==> config.mk <==
export PLATFORM = sky130hd
export DESIGN_NAME = textured_wall_column_span
export DESIGN_NICKNAME = d
export VERILOG_FILES = /design/src/rtl/core/tws_pkg.sv /design/src/rtl/core/textured_wall_column_span.sv /design/src/rtl/core/tws_divider.sv /design/src/rtl/core/tws_datapath.sv /design/src/rtl/core/tws_control.sv
export SDC_FILE = /design/constraint.sdc
export NUM_CORES = 1
export LEC_CHECK = 0
export CAP_MARGIN = 5
export CELL_PAD_IN_SITES_DETAIL_PLACEMENT = 1
export CELL_PAD_IN_SITES_GLOBAL_PLACEMENT = 2
export CORE_ASPECT_RATIO = 0.9
export CORE_MARGIN = 10
export CORE_UTILIZATION = 43
export DETAILED_ROUTE_END_ITERATION = 12
export DONT_BUFFER_PORTS = 1
export GPL_TIMING_DRIVEN = 1
export PLACE_DENSITY_LB_ADDON = 0.1
export SYNTH_ARGS = -nofsm -noshare
export SYNTH_HDL_FRONTEND = slang
export SYNTH_SLANG_ARGS = --single-unit
==> constraint.sdc <==
create_clock -name clock -period 6.9 [get_ports clock]
set_input_delay 1.725 -clock clock [delete_from_list [all_inputs] [get_ports clock]]
set_output_delay 1.725 -clock clock [all_outputs]
set_load 0.05 [all_outputs]
==> src/rtl/core/tws_pkg.sv <==
// Shared types and constants for the textured wall column span block.
`timescale 1ns / 1ps
`default_nettype none

package tws_pkg;

   localparam int NUM_W  = 23;  // dividend width: texture_height << 16
   localparam int DEN_W  = 16;  // divisor width: wall distance
   localparam int LINE_W = 15;  // line height, up to SCREEN_HEIGHT * 256
   localparam int HALF_W = 14;  // half line height
   localparam int ROW_W  = 6;
   localparam int COL_W  = 10;
   localparam int TCOL_W = 6;
   localparam int TNUM_W = 2;
   localparam int ADDR_W = 12;
   localparam int CFG_W  = 7;
   localparam int POS_W  = 32;

   localparam int CSR_ADDR_W = 3;
   localparam int CSR_DATA_W = 32;
   localparam logic REG_TEXTURE_HEIGHT = 1'b0;
   localparam logic REG_TEXTURE_WIDTH  = 1'b1;

   typedef struct packed {
      logic load;        // capture the column's pass-through fields
      logic div_line;    // start line height division
      logic take_line;   // latch line height, rows and offset
      logic div_step;    // start texture step division
      logic take_step;   // latch texture step
      logic set_pos;     // load starting texture position
      logic emit;        // push one pixel into the output register
   } tws_cmd_type;

   typedef struct packed {
      logic column_ok;
      logic div_done;
      logic out_free;
      logic at_end;
   } tws_status_type;

endpackage

`default_nettype wire

==> src/rtl/core/textured_wall_column_span.sv <==
// Top level of the textured wall column span block with its register port.
//
// One transfer on req_ carries a screen column: Q8.8 wall distance, texture
// column, texture number and screen x. The block answers with one rsp_
// transfer per drawn screen row, top to bottom, each with the texel address
// (texture row * texture_width + texture column); last_row marks the final
// row. A column at or beyond SCREEN_WIDTH is taken and gives no transfers.
// Line height and texture step come from one shared radix-2 divider. After
// the req_ transfer the block runs the line height division, then the
// texture step division, and sets the starting texture position; the rows
// then follow one per cycle while rsp_ready stays high. req_ready is high
// only between columns; the last pixel may still wait in the output register
// while the next column is taken. A stalled receiver holds the row walk.
// Reset is synchronous: it clears the controller and the output valid, and
// sets texture_height and texture_width to 64. Registers (csr_, byte
// addresses): 0 texture_height, 4 texture_width; write them only while the
// block is idle.
`timescale 1ns / 1ps
`default_nettype none

module textured_wall_column_span #(
   parameter int SCREEN_HEIGHT = 64,
   parameter int SCREEN_WIDTH  = 1024
) (
   input  wire logic                              clock,
   input  wire logic                              reset,
   input  wire logic                              req_valid,
   output logic                                   req_ready,
   input  wire logic [15:0]                       req_wall_distance,
   input  wire logic [tws_pkg::TCOL_W-1:0]        req_texture_column,
   input  wire logic [tws_pkg::TNUM_W-1:0]        req_texture_number,
   input  wire logic [tws_pkg::COL_W-1:0]         req_screen_column,
   output logic                                   rsp_valid,
   input  wire logic                              rsp_ready,
   output logic      [tws_pkg::COL_W-1:0]         rsp_pixel_column,
   output logic      [tws_pkg::ROW_W-1:0]         rsp_pixel_row,
   output logic      [tws_pkg::TNUM_W-1:0]        rsp_texel_texture,
   output logic      [tws_pkg::ADDR_W-1:0]        rsp_texel_address,
   output logic                                   rsp_last_row,
   input  wire logic                              csr_psel,
   input  wire logic                              csr_penable,
   input  wire logic                              csr_pwrite,
   input  wire logic [tws_pkg::CSR_ADDR_W-1:0]    csr_paddr,
   input  wire logic [tws_pkg::CSR_DATA_W-1:0]    csr_pwdata,
   output logic      [tws_pkg::CSR_DATA_W-1:0]    csr_prdata,
   output logic                                   csr_pready
);
   import tws_pkg::*;

   localparam logic [CFG_W-1:0] CFG_RESET = CFG_W'(64);

   logic [CFG_W-1:0] texture_height_ff, texture_height_in;
   logic [CFG_W-1:0] texture_width_ff, texture_width_in;
   logic             csr_write;

   assign csr_pready = 1'b1;
   assign csr_write  = csr_psel && csr_penable && csr_pwrite && csr_pready;

   always_comb begin
      texture_height_in = texture_height_ff;
      texture_width_in  = texture_width_ff;
      if (csr_write) begin
         unique case (csr_paddr[2])
            REG_TEXTURE_HEIGHT: texture_height_in = csr_pwdata[CFG_W-1:0];
            REG_TEXTURE_WIDTH:  texture_width_in  = csr_pwdata[CFG_W-1:0];
            default: ;
         endcase
      end
   end

   always_ff @(posedge clock) begin
      if (reset) begin
         texture_height_ff <= CFG_RESET;
         texture_width_ff  <= CFG_RESET;
      end else begin
         texture_height_ff <= texture_height_in;
         texture_width_ff  <= texture_width_in;
      end
   end

   assign csr_prdata = (csr_paddr[2] == REG_TEXTURE_HEIGHT) ?
                       CSR_DATA_W'(texture_height_ff) : CSR_DATA_W'(texture_width_ff);

   tws_cmd_type    cmd;
   tws_status_type status;

   tws_control u_control (
      .clock     (clock),
      .reset     (reset),
      .req_valid (req_valid),
      .req_ready (req_ready),
      .status    (status),
      .cmd       (cmd)
   );

   tws_datapath #(
      .SCREEN_HEIGHT (SCREEN_HEIGHT),
      .SCREEN_WIDTH  (SCREEN_WIDTH)
   ) u_datapath (
      .clock              (clock),
      .reset              (reset),
      .cmd                (cmd),
      .status             (status),
      .texture_height     (texture_height_ff),
      .texture_width      (texture_width_ff),
      .req_wall_distance  (req_wall_distance),
      .req_texture_column (req_texture_column),
      .req_texture_number (req_texture_number),
      .req_screen_column  (req_screen_column),
      .rsp_valid          (rsp_valid),
      .rsp_ready          (rsp_ready),
      .rsp_pixel_column   (rsp_pixel_column),
      .rsp_pixel_row      (rsp_pixel_row),
      .rsp_texel_texture  (rsp_texel_texture),
      .rsp_texel_address  (rsp_texel_address),
      .rsp_last_row       (rsp_last_row)
   );

   a_row_on_screen: assert property (@(posedge clock) disable iff (reset)
      rsp_valid |-> ({1'b0, rsp_pixel_row} <= (ROW_W+1)'(SCREEN_HEIGHT - 1)))
      else $error("pixel row beyond screen");

   a_busy_after_take: assert property (@(posedge clock) disable iff (reset)
      (req_valid && req_ready && status.column_ok) |=> !req_ready)
      else $error("new column taken while a span is in progress");

   a_div_only_busy: assert property (@(posedge clock) disable iff (reset)
      status.div_done |-> !req_ready)
      else $error("divider finished while idle");

endmodule

`default_nettype wire

==> src/rtl/core/tws_divider.sv <==
// Restoring radix-2 divider, one quotient bit per cycle.
`timescale 1ns / 1ps
`default_nettype none

module tws_divider (
   input  wire logic                      clock,
   input  wire logic                      reset,
   input  wire logic                      start,
   input  wire logic [tws_pkg::NUM_W-1:0] numerator,
   input  wire logic [tws_pkg::DEN_W-1:0] divisor,
   output logic                           done,
   output logic      [tws_pkg::NUM_W-1:0] quotient
);
   import tws_pkg::*;

   localparam int CNT_W = $clog2(NUM_W);
   localparam logic [CNT_W-1:0] LAST = CNT_W'(NUM_W - 1);

   logic [DEN_W-1:0] rem_ff, rem_in;
   logic [NUM_W-1:0] quo_ff, quo_in;
   logic [DEN_W-1:0] den_ff, den_in;
   logic [CNT_W-1:0] count_ff, count_in;
   logic             run_ff, run_in;
   logic             done_ff, done_in;
   logic [DEN_W:0]   trial;
   logic [DEN_W+1:0] diff;

   assign trial = {rem_ff, quo_ff[NUM_W-1]};
   assign diff  = {1'b0, trial} - {2'b00, den_ff};

   always_comb begin
      rem_in   = rem_ff;
      quo_in   = quo_ff;
      den_in   = den_ff;
      count_in = count_ff;
      run_in   = run_ff;
      done_in  = 1'b0;
      if (start) begin
         rem_in   = '0;
         quo_in   = numerator;
         den_in   = divisor;
         count_in = '0;
         run_in   = 1'b1;
      end else if (run_ff) begin
         if (!diff[DEN_W+1]) begin
            rem_in = diff[DEN_W-1:0];
            quo_in = {quo_ff[NUM_W-2:0], 1'b1};
         end else begin
            rem_in = trial[DEN_W-1:0];
            quo_in = {quo_ff[NUM_W-2:0], 1'b0};
         end
         count_in = count_ff + CNT_W'(1);
         if (count_ff == LAST) begin
            run_in  = 1'b0;
            done_in = 1'b1;
         end
      end
   end

   always_ff @(posedge clock) begin
      if (reset) begin
         run_ff   <= 1'b0;
         done_ff  <= 1'b0;
         count_ff <= '0;
      end else begin
         run_ff   <= run_in;
         done_ff  <= done_in;
         count_ff <= count_in;
      end
      rem_ff <= rem_in;
      quo_ff <= quo_in;
      den_ff <= den_in;
   end

   assign done     = done_ff;
   assign quotient = quo_ff;

endmodule

`default_nettype wire

==> src/rtl/core/tws_datapath.sv <==
// Datapath: divisions, span clipping, texture stepping and output register.
`timescale 1ns / 1ps
`default_nettype none

module tws_datapath #(
   parameter int SCREEN_HEIGHT = 64,
   parameter int SCREEN_WIDTH  = 1024
) (
   input  wire logic                        clock,
   input  wire logic                        reset,
   input  wire tws_pkg::tws_cmd_type        cmd,
   output tws_pkg::tws_status_type          status,
   input  wire logic [tws_pkg::CFG_W-1:0]   texture_height,
   input  wire logic [tws_pkg::CFG_W-1:0]   texture_width,
   input  wire logic [15:0]                 req_wall_distance,
   input  wire logic [tws_pkg::TCOL_W-1:0]  req_texture_column,
   input  wire logic [tws_pkg::TNUM_W-1:0]  req_texture_number,
   input  wire logic [tws_pkg::COL_W-1:0]   req_screen_column,
   output logic                             rsp_valid,
   input  wire logic                        rsp_ready,
   output logic      [tws_pkg::COL_W-1:0]   rsp_pixel_column,
   output logic      [tws_pkg::ROW_W-1:0]   rsp_pixel_row,
   output logic      [tws_pkg::TNUM_W-1:0]  rsp_texel_texture,
   output logic      [tws_pkg::ADDR_W-1:0]  rsp_texel_address,
   output logic                             rsp_last_row
);
   import tws_pkg::*;

   localparam int HALF     = SCREEN_HEIGHT / 2;
   localparam int LAST_ROW = SCREEN_HEIGHT - 1;
   localparam logic [NUM_W-1:0] LINE_NUM = NUM_W'(SCREEN_HEIGHT * 256);
   localparam int PROD_W = HALF_W + NUM_W;

   logic [COL_W-1:0]  held_column_ff, held_column_in;
   logic [TCOL_W-1:0] held_tcol_ff, held_tcol_in;
   logic [TNUM_W-1:0] held_tnum_ff, held_tnum_in;
   logic [LINE_W-1:0] line_height_ff, line_height_in;
   logic [HALF_W-1:0] offset_ff, offset_in;
   logic [ROW_W-1:0]  current_row_ff, current_row_in;
   logic [ROW_W-1:0]  end_row_ff, end_row_in;
   logic [NUM_W-1:0]  step_ff, step_in;
   logic [POS_W-1:0]  position_ff, position_in;

   logic              out_valid_ff, out_valid_in;
   logic [COL_W-1:0]  out_column_ff, out_column_in;
   logic [ROW_W-1:0]  out_row_ff, out_row_in;
   logic [TNUM_W-1:0] out_tnum_ff, out_tnum_in;
   logic [ADDR_W-1:0] out_addr_ff, out_addr_in;
   logic              out_last_ff, out_last_in;

   // Shared divider
   logic             div_start, div_done;
   logic [NUM_W-1:0] div_num, div_quo;
   logic [DEN_W-1:0] div_den;

   assign div_start = cmd.div_line | cmd.div_step;
   assign div_num   = cmd.div_line ? LINE_NUM : {texture_height, 16'h0000};
   assign div_den   = cmd.div_line ?
                      ((req_wall_distance == '0) ? DEN_W'(1) : req_wall_distance) :
                      {1'b0, line_height_ff};

   tws_divider u_divider (
      .clock     (clock),
      .reset     (reset),
      .start     (div_start),
      .numerator (div_num),
      .divisor   (div_den),
      .done      (div_done),
      .quotient  (div_quo)
   );

   // Span geometry from the line height quotient
   logic [LINE_W-1:0] lh;
   logic [HALF_W-1:0] half_line, half_gap;
   logic              hl_ge;
   logic [LINE_W-1:0] end_sum;
   logic [ROW_W-1:0]  start_row, stop_row;

   assign lh        = (div_quo[LINE_W-1:0] == '0) ? LINE_W'(1) : div_quo[LINE_W-1:0];
   assign half_line = lh[LINE_W-1:1];
   assign hl_ge     = half_line >= HALF_W'(HALF);
   assign half_gap  = HALF_W'(HALF) - half_line;
   assign start_row = hl_ge ? '0 : half_gap[ROW_W-1:0];
   assign end_sum   = LINE_W'(HALF) + {1'b0, half_line};
   assign stop_row  = (end_sum > LINE_W'(LAST_ROW)) ? ROW_W'(LAST_ROW) : end_sum[ROW_W-1:0];

   // Starting position and texel address
   logic [PROD_W-1:0]  product;
   logic [CFG_W-1:0]   wrap_mask, tex_row;
   logic [2*CFG_W-1:0] row_base;
   logic [2*CFG_W-1:0] addr_full;
   logic               out_free, at_end;

   assign product   = PROD_W'(offset_ff) * PROD_W'(step_ff);
   assign wrap_mask = texture_height - CFG_W'(1);
   assign tex_row   = position_ff[16 +: CFG_W] & wrap_mask;
   assign row_base  = (2*CFG_W)'(tex_row) * (2*CFG_W)'(texture_width);
   assign addr_full = row_base + (2*CFG_W)'(held_tcol_ff);
   assign out_free  = !out_valid_ff || rsp_ready;
   assign at_end    = current_row_ff == end_row_ff;

   always_comb begin
      held_column_in = held_column_ff;
      held_tcol_in   = held_tcol_ff;
      held_tnum_in   = held_tnum_ff;
      line_height_in = line_height_ff;
      offset_in      = offset_ff;
      current_row_in = current_row_ff;
      end_row_in     = end_row_ff;
      step_in        = step_ff;
      position_in    = position_ff;
      out_valid_in   = out_valid_ff && !rsp_ready;
      out_column_in  = out_column_ff;
      out_row_in     = out_row_ff;
      out_tnum_in    = out_tnum_ff;
      out_addr_in    = out_addr_ff;
      out_last_in    = out_last_ff;
      if (cmd.load) begin
         held_column_in = req_screen_column;
         held_tcol_in   = req_texture_column;
         held_tnum_in   = req_texture_number;
      end
      if (cmd.take_line) begin
         line_height_in = lh;
         offset_in      = hl_ge ? half_line - HALF_W'(HALF) : '0;
         current_row_in = start_row;
         end_row_in     = stop_row;
      end
      if (cmd.take_step) begin
         step_in = div_quo;
      end
      if (cmd.set_pos) begin
         position_in = product[POS_W-1:0];
      end
      if (cmd.emit) begin
         out_valid_in  = 1'b1;
         out_column_in = held_column_ff;
         out_row_in    = current_row_ff;
         out_tnum_in   = held_tnum_ff;
         out_addr_in   = addr_full[ADDR_W-1:0];
         out_last_in   = at_end;
         position_in   = position_ff + POS_W'(step_ff);
         if (!at_end) begin
            current_row_in = current_row_ff + ROW_W'(1);
         end
      end
   end

   always_ff @(posedge clock) begin
      if (reset) begin
         out_valid_ff <= 1'b0;
      end else begin
         out_valid_ff <= out_valid_in;
      end
      held_column_ff <= held_column_in;
      held_tcol_ff   <= held_tcol_in;
      held_tnum_ff   <= held_tnum_in;
      line_height_ff <= line_height_in;
      offset_ff      <= offset_in;
      current_row_ff <= current_row_in;
      end_row_ff     <= end_row_in;
      step_ff        <= step_in;
      position_ff    <= position_in;
      out_column_ff  <= out_column_in;
      out_row_ff     <= out_row_in;
      out_tnum_ff    <= out_tnum_in;
      out_addr_ff    <= out_addr_in;
      out_last_ff    <= out_last_in;
   end

   assign status.column_ok = {1'b0, req_screen_column} < (COL_W+1)'(SCREEN_WIDTH);
   assign status.div_done  = div_done;
   assign status.out_free  = out_free;
   assign status.at_end    = at_end;

   assign rsp_valid         = out_valid_ff;
   assign rsp_pixel_column  = out_column_ff;
   assign rsp_pixel_row     = out_row_ff;
   assign rsp_texel_texture = out_tnum_ff;
   assign rsp_texel_address = out_addr_ff;
   assign rsp_last_row      = out_last_ff;

endmodule

`default_nettype wire

==> src/rtl/core/tws_control.sv <==
// Controller: sequences the two divisions, the position setup and the row walk.
`timescale 1ns / 1ps
`default_nettype none

module tws_control (
   input  wire logic                     clock,
   input  wire logic                     reset,
   input  wire logic                     req_valid,
   output logic                          req_ready,
   input  wire tws_pkg::tws_status_type  status,
   output tws_pkg::tws_cmd_type          cmd
);
   import tws_pkg::*;

   localparam logic [2:0] ST_IDLE     = 3'd0;
   localparam logic [2:0] ST_LINE     = 3'd1;
   localparam logic [2:0] ST_STEP_GO  = 3'd2;
   localparam logic [2:0] ST_STEP     = 3'd3;
   localparam logic [2:0] ST_POSITION = 3'd4;
   localparam logic [2:0] ST_EMIT     = 3'd5;

   logic [2:0] state_ff, state_in;

   always_comb begin
      state_in = state_ff;
      cmd      = '0;
      unique case (state_ff)
         ST_IDLE: begin
            cmd.load     = req_valid;
            cmd.div_line = req_valid && status.column_ok;
            if (req_valid && status.column_ok) begin
               state_in = ST_LINE;
            end
         end
         ST_LINE: begin
            if (status.div_done) begin
               cmd.take_line = 1'b1;
               state_in      = ST_STEP_GO;
            end
         end
         ST_STEP_GO: begin
            cmd.div_step = 1'b1;
            state_in     = ST_STEP;
         end
         ST_STEP: begin
            if (status.div_done) begin
               cmd.take_step = 1'b1;
               state_in      = ST_POSITION;
            end
         end
         ST_POSITION: begin
            cmd.set_pos = 1'b1;
            state_in    = ST_EMIT;
         end
         ST_EMIT: begin
            if (status.out_free) begin
               cmd.emit = 1'b1;
               if (status.at_end) begin
                  state_in = ST_IDLE;
               end
            end
         end
         default: begin
            state_in = ST_IDLE;
         end
      endcase
   end

   always_ff @(posedge clock) begin
      if (reset) begin
         state_ff <= ST_IDLE;
      end else begin
         state_ff <= state_in;
      end
   end

   assign req_ready = state_ff == ST_IDLE;

endmodule

`default_nettype wire
==> impl_metrics.json <==
{
  "worstMarginPinSlew_ns": 1.22,
  "wl_per_cell_um": 19.9,
  "min_period_ns": 6.56,
  "hold_class": "reg -> reg",
  "layoutNonFillerInstCount": 2480,
  "critPathSlowestCell": "edfxtp_1",
  "worstSetupPathType": "reg -> reg",
  "p_switching_mw": 0.902,
  "clk_pin_slew_ns": 0.06,
  "p_seq_share_pct": 44.3,
  "drive_gt1_share_pct": 6.81,
  "cts_tree": "built",
  "vdd_drop_max_uv": 180,
  "root_buffer": "clkbuf_16",
  "yosysWarnings": 0,
  "power_mw": 3.46,
  "worst_hold_slack_ns": 0.421,
  "num_antenna_cells": 0,
  "cp.required_ns": 7.20,
  "ant_nets": 0,
  "p_leak_nw": 9.18,
  "async_reset_ff_share_pct": 0,
  "synth_edf_count": 169,
  "die_area_mm2": 0.0522,
  "ys_seq_elements": 216,
  "max_slew_margin_pct": 18.6,
  "dr_total_vias": 13000,
  "switching_share_pct": 26.1,
  "h-tree-depth": 1,
  "track_usage_pct": 19.4,
  "syn_area_mm2": 0.0187,
  "grt_pass1_vias": 14300,
  "grt_pass1_wl_mm": 80.0,
  "start_util_pct": 43.5,
  "cts.sinks": 216,
  "fin_crit_sh_pct": 95.1,
  "clk_path_buf_depth": 3,
  "dp_cells": 2430,
  "overflow": 0,
  "p_comb_share_pct": 12.1,
  "die_w_um": 240,
  "ioPinCount": 142,
  "portBuffers": 0,
  "cp-start-kind": "flip-flop",
  "drt_iter0_drc": 554,
  "yosysTopAreaCell": "edfxtp_1",
  "synth_top_area_share_pct": 27.2,
  "yosysSeqAreaShare_pct": 32.2,
  "slowest_delay_ns": 0.55,
  "syn_area_per_cell_um2": 9.84,
  "p_int_mw": 2.56,
  "synth_cells": 1899,
  "clk_latency_ns": 0.58,
  "finalMaxSlewViolations": 0,
  "power_frac_clock_pct": 43.6,
  "cap_violations": 0,
  "hold_viol": 0,
  "rows": 72,
  "cp_cell_sequence": "and2_1 -> fa_1 -> inv_1 -> fa_1 -> inv_1 -> fa_1 -> fa_1 -> fa_1 -> inv_1 -> fa_1 -> inv_1 -> ha_1 -> a21o_1 -> a21oi_1 -> o31ai_1 -> buf_4 -> o31ai_2 -> o31ai_1 -> o22ai_1 -> o21ba_2 -> mux2i_1 -> a22oi_1",
  "numCtsBuffers": 26,
  "rsz0062_at_grt": "yes",
  "fmax_mhz": 152,
  "crit_path_end_kind": "flip-flop",
  "placed_cell_area_mm2": 0.0195,
  "ys.flop_type": "edfxtp_1",
  "powerDensity_mw_per_mm2": 169,
  "core_area_mm2": 0.0430,
  "yosys.cell_types.count": 65,
  "cp_max_fo": 8,
  "totalWireLength_mm": 49.4,
  "cp_data_arrival_time_ns": 6.87,
  "nets": 2300,
  "status": "finished, final reports clean",
  "die_h_um": 218,
  "area_growth_pct": 9.51,
  "skew_ns": 0.0399,
  "design_area_mm2": 0.0205,
  "cts_hold_buf": 0,
  "dr.pass1.iters": 5,
  "drc_errors": 0,
  "place.gp.congestion": 0.800,
  "viasPerCell": 5.23,
  "synth.area.top_cells": "edfxtp_1 (27%), fa_1 (21%), ha_1 (8.3%)",
  "cpMostUsedCell": "fa_1",
  "grt_max_degree": 44,
  "finalSetupViolations": 0,
  "fin_setup_tns_ns": 0,
  "antenna_found_initial": 1,
  "dp_hpwl_mm": 38.7
}
per-layer routing:
layer / vias up / wire length, um / GRT usage (%)
li1: 6145 / - / -
met1: 6638 / 22600 / 25.9
met2: 148 / 24700 / 33.7
met3: 48 / 1410 / 2.19
met4: 0 / 673 / 3.65
met5: - / 0 / 0
synthesized netlist by cell type (27+ instances only):
library cell,n
a21oi_1,93
and2_1,113
and3_1,31
buf_4,27
clkbuf_1,75
dfxtp_1,47
edfxtp_1,169
fa_1,195
ha_1,124
inv_1,285
nand2_1,245
nand3_1,28
nor2_1,67
o21ai_0,64
xnor2_1,67
xor2_1,40
final timing paths:
kind | start | end | slack (ns) | cells past startpoint
hold / removal | u_datapath.held_column_ff[0]$_DFFE_PP_ | u_datapath.rsp_pixel_column[0]$_DFFE_PP_ | 0.42 | 0
setup reg to reg | u_datapath.offset_ff[4]$_SDFFCE_PP0P_ | u_datapath.position_ff[22]$_DFFE_PP_ | 0.34 | 22
setup / recovery | u_datapath.offset_ff[4]$_SDFFCE_PP0P_ | u_datapath.position_ff[22]$_DFFE_PP_ | 0.34 | 22
hold reg to reg | u_datapath.held_column_ff[0]$_DFFE_PP_ | u_datapath.rsp_pixel_column[0]$_DFFE_PP_ | 0.42 | 0
state kept, by name, summed over array words and instances, names as in the netlist, 5 cells and up:
register,flops
u_datapath.position_ff,23
u_datapath.step_ff,23
u_datapath.u_divider.quotient,23
u_datapath.u_divider.den_ff,16
u_datapath.u_divider.rem_ff,16
u_datapath.line_height_ff,15
u_datapath.offset_ff,14
u_datapath.rsp_texel_address,12
u_datapath.held_column_ff,10
u_datapath.rsp_pixel_column,10
texture_height_ff,7
texture_width_ff,7
u_datapath.current_row_ff,6
u_datapath.end_row_ff,6
u_datapath.held_tcol_ff,6
u_datapath.rsp_pixel_row,6
u_datapath.u_divider.count_ff,5
stage by stage:
| stage | worst slack, ns | util [%] |
|---|---|---|
| 6_report | 0.337 | 47.6 |
| 5_1_grt | -0.00213 | 47.6 |
| 4_1_cts | 0.173 | 47.5 |
| 3_5_place_dp | 0.153 | 45.3 |
| 3_3_place_gp | 0.246 | 45.3 |
| 2_1_floorplan | 0.712 | - |
critical path, delay by kind of cell (launching register included):
| family | cells | cell delay [ns] |
|---|---|---|
| fa+ha+maj | 7 | 3.47 |
| compound gates | 8 | 1.51 |
| flops | 1 | 0.55 |
| buf+inv | 5 | 0.36 |
| simple gates | 1 | 0.25 |
| mux | 1 | 0.18 |
layout make-up:
cell class                 instances  area, um^2
timing repair buffer              62         528
sequential                       216        6020
clock buffer                      31         669
multi-input combinational       1314       11200
inverter                         285        1070
fill                            4789       22500
tap                              555         694
clock inverter                    17         272
what timing repair did:
item,CTS,global route
gates resized for setup,0,4
setup buffers,0,2
endpoints found under the setup margin,0,5
cell families after synthesis:
kind of cell,synth area share [%]
AND/OR/NAND/NOR,15.1
buffers and inverters,8.48
adder cells (fa/ha/maj),29.2
AO/OA/AOI/OAI,8.80
flip-flops,32.2
XOR/XNOR,5.01
multiplexers,1.23
other,0.0402
power by group through the flow:
stage | sequential (mW) | clock, mW | combinational [mW]
after global routing | 1.54 | 1.60 | 0.471
after CTS | 1.53 | 1.55 | 0.424
final | 1.53 | 1.51 | 0.419
after global placement | 1.56 | 0 | 0.406
after floorplan | 1.52 | 0 | 0.366
after detailed placement | 1.56 | 0 | 0.421
layout by cell type, fill, tap and decap left out, types with 26 or more instances in the layout:
cell type / netlist / layout
nand2_1: 245 / 245
ha_1: 124 / 124
inv_1: 285 / 284
clkbuf_16: 0 / 26
fa_1: 195 / 195
and2_1: 113 / 113
edfxtp_1: 169 / 169
xnor2_1: 67 / 67
conb_1: 2 / 26
buf_4: 27 / 57
nand3_1: 28 / 28
dfxtp_1: 47 / 47
o21ai_0: 64 / 62
a21oi_1: 93 / 92
and3_1: 31 / 31
nor2_1: 67 / 66
xor2_1: 40 / 40
No activity file was read; power rests on OpenSTA's default activity.
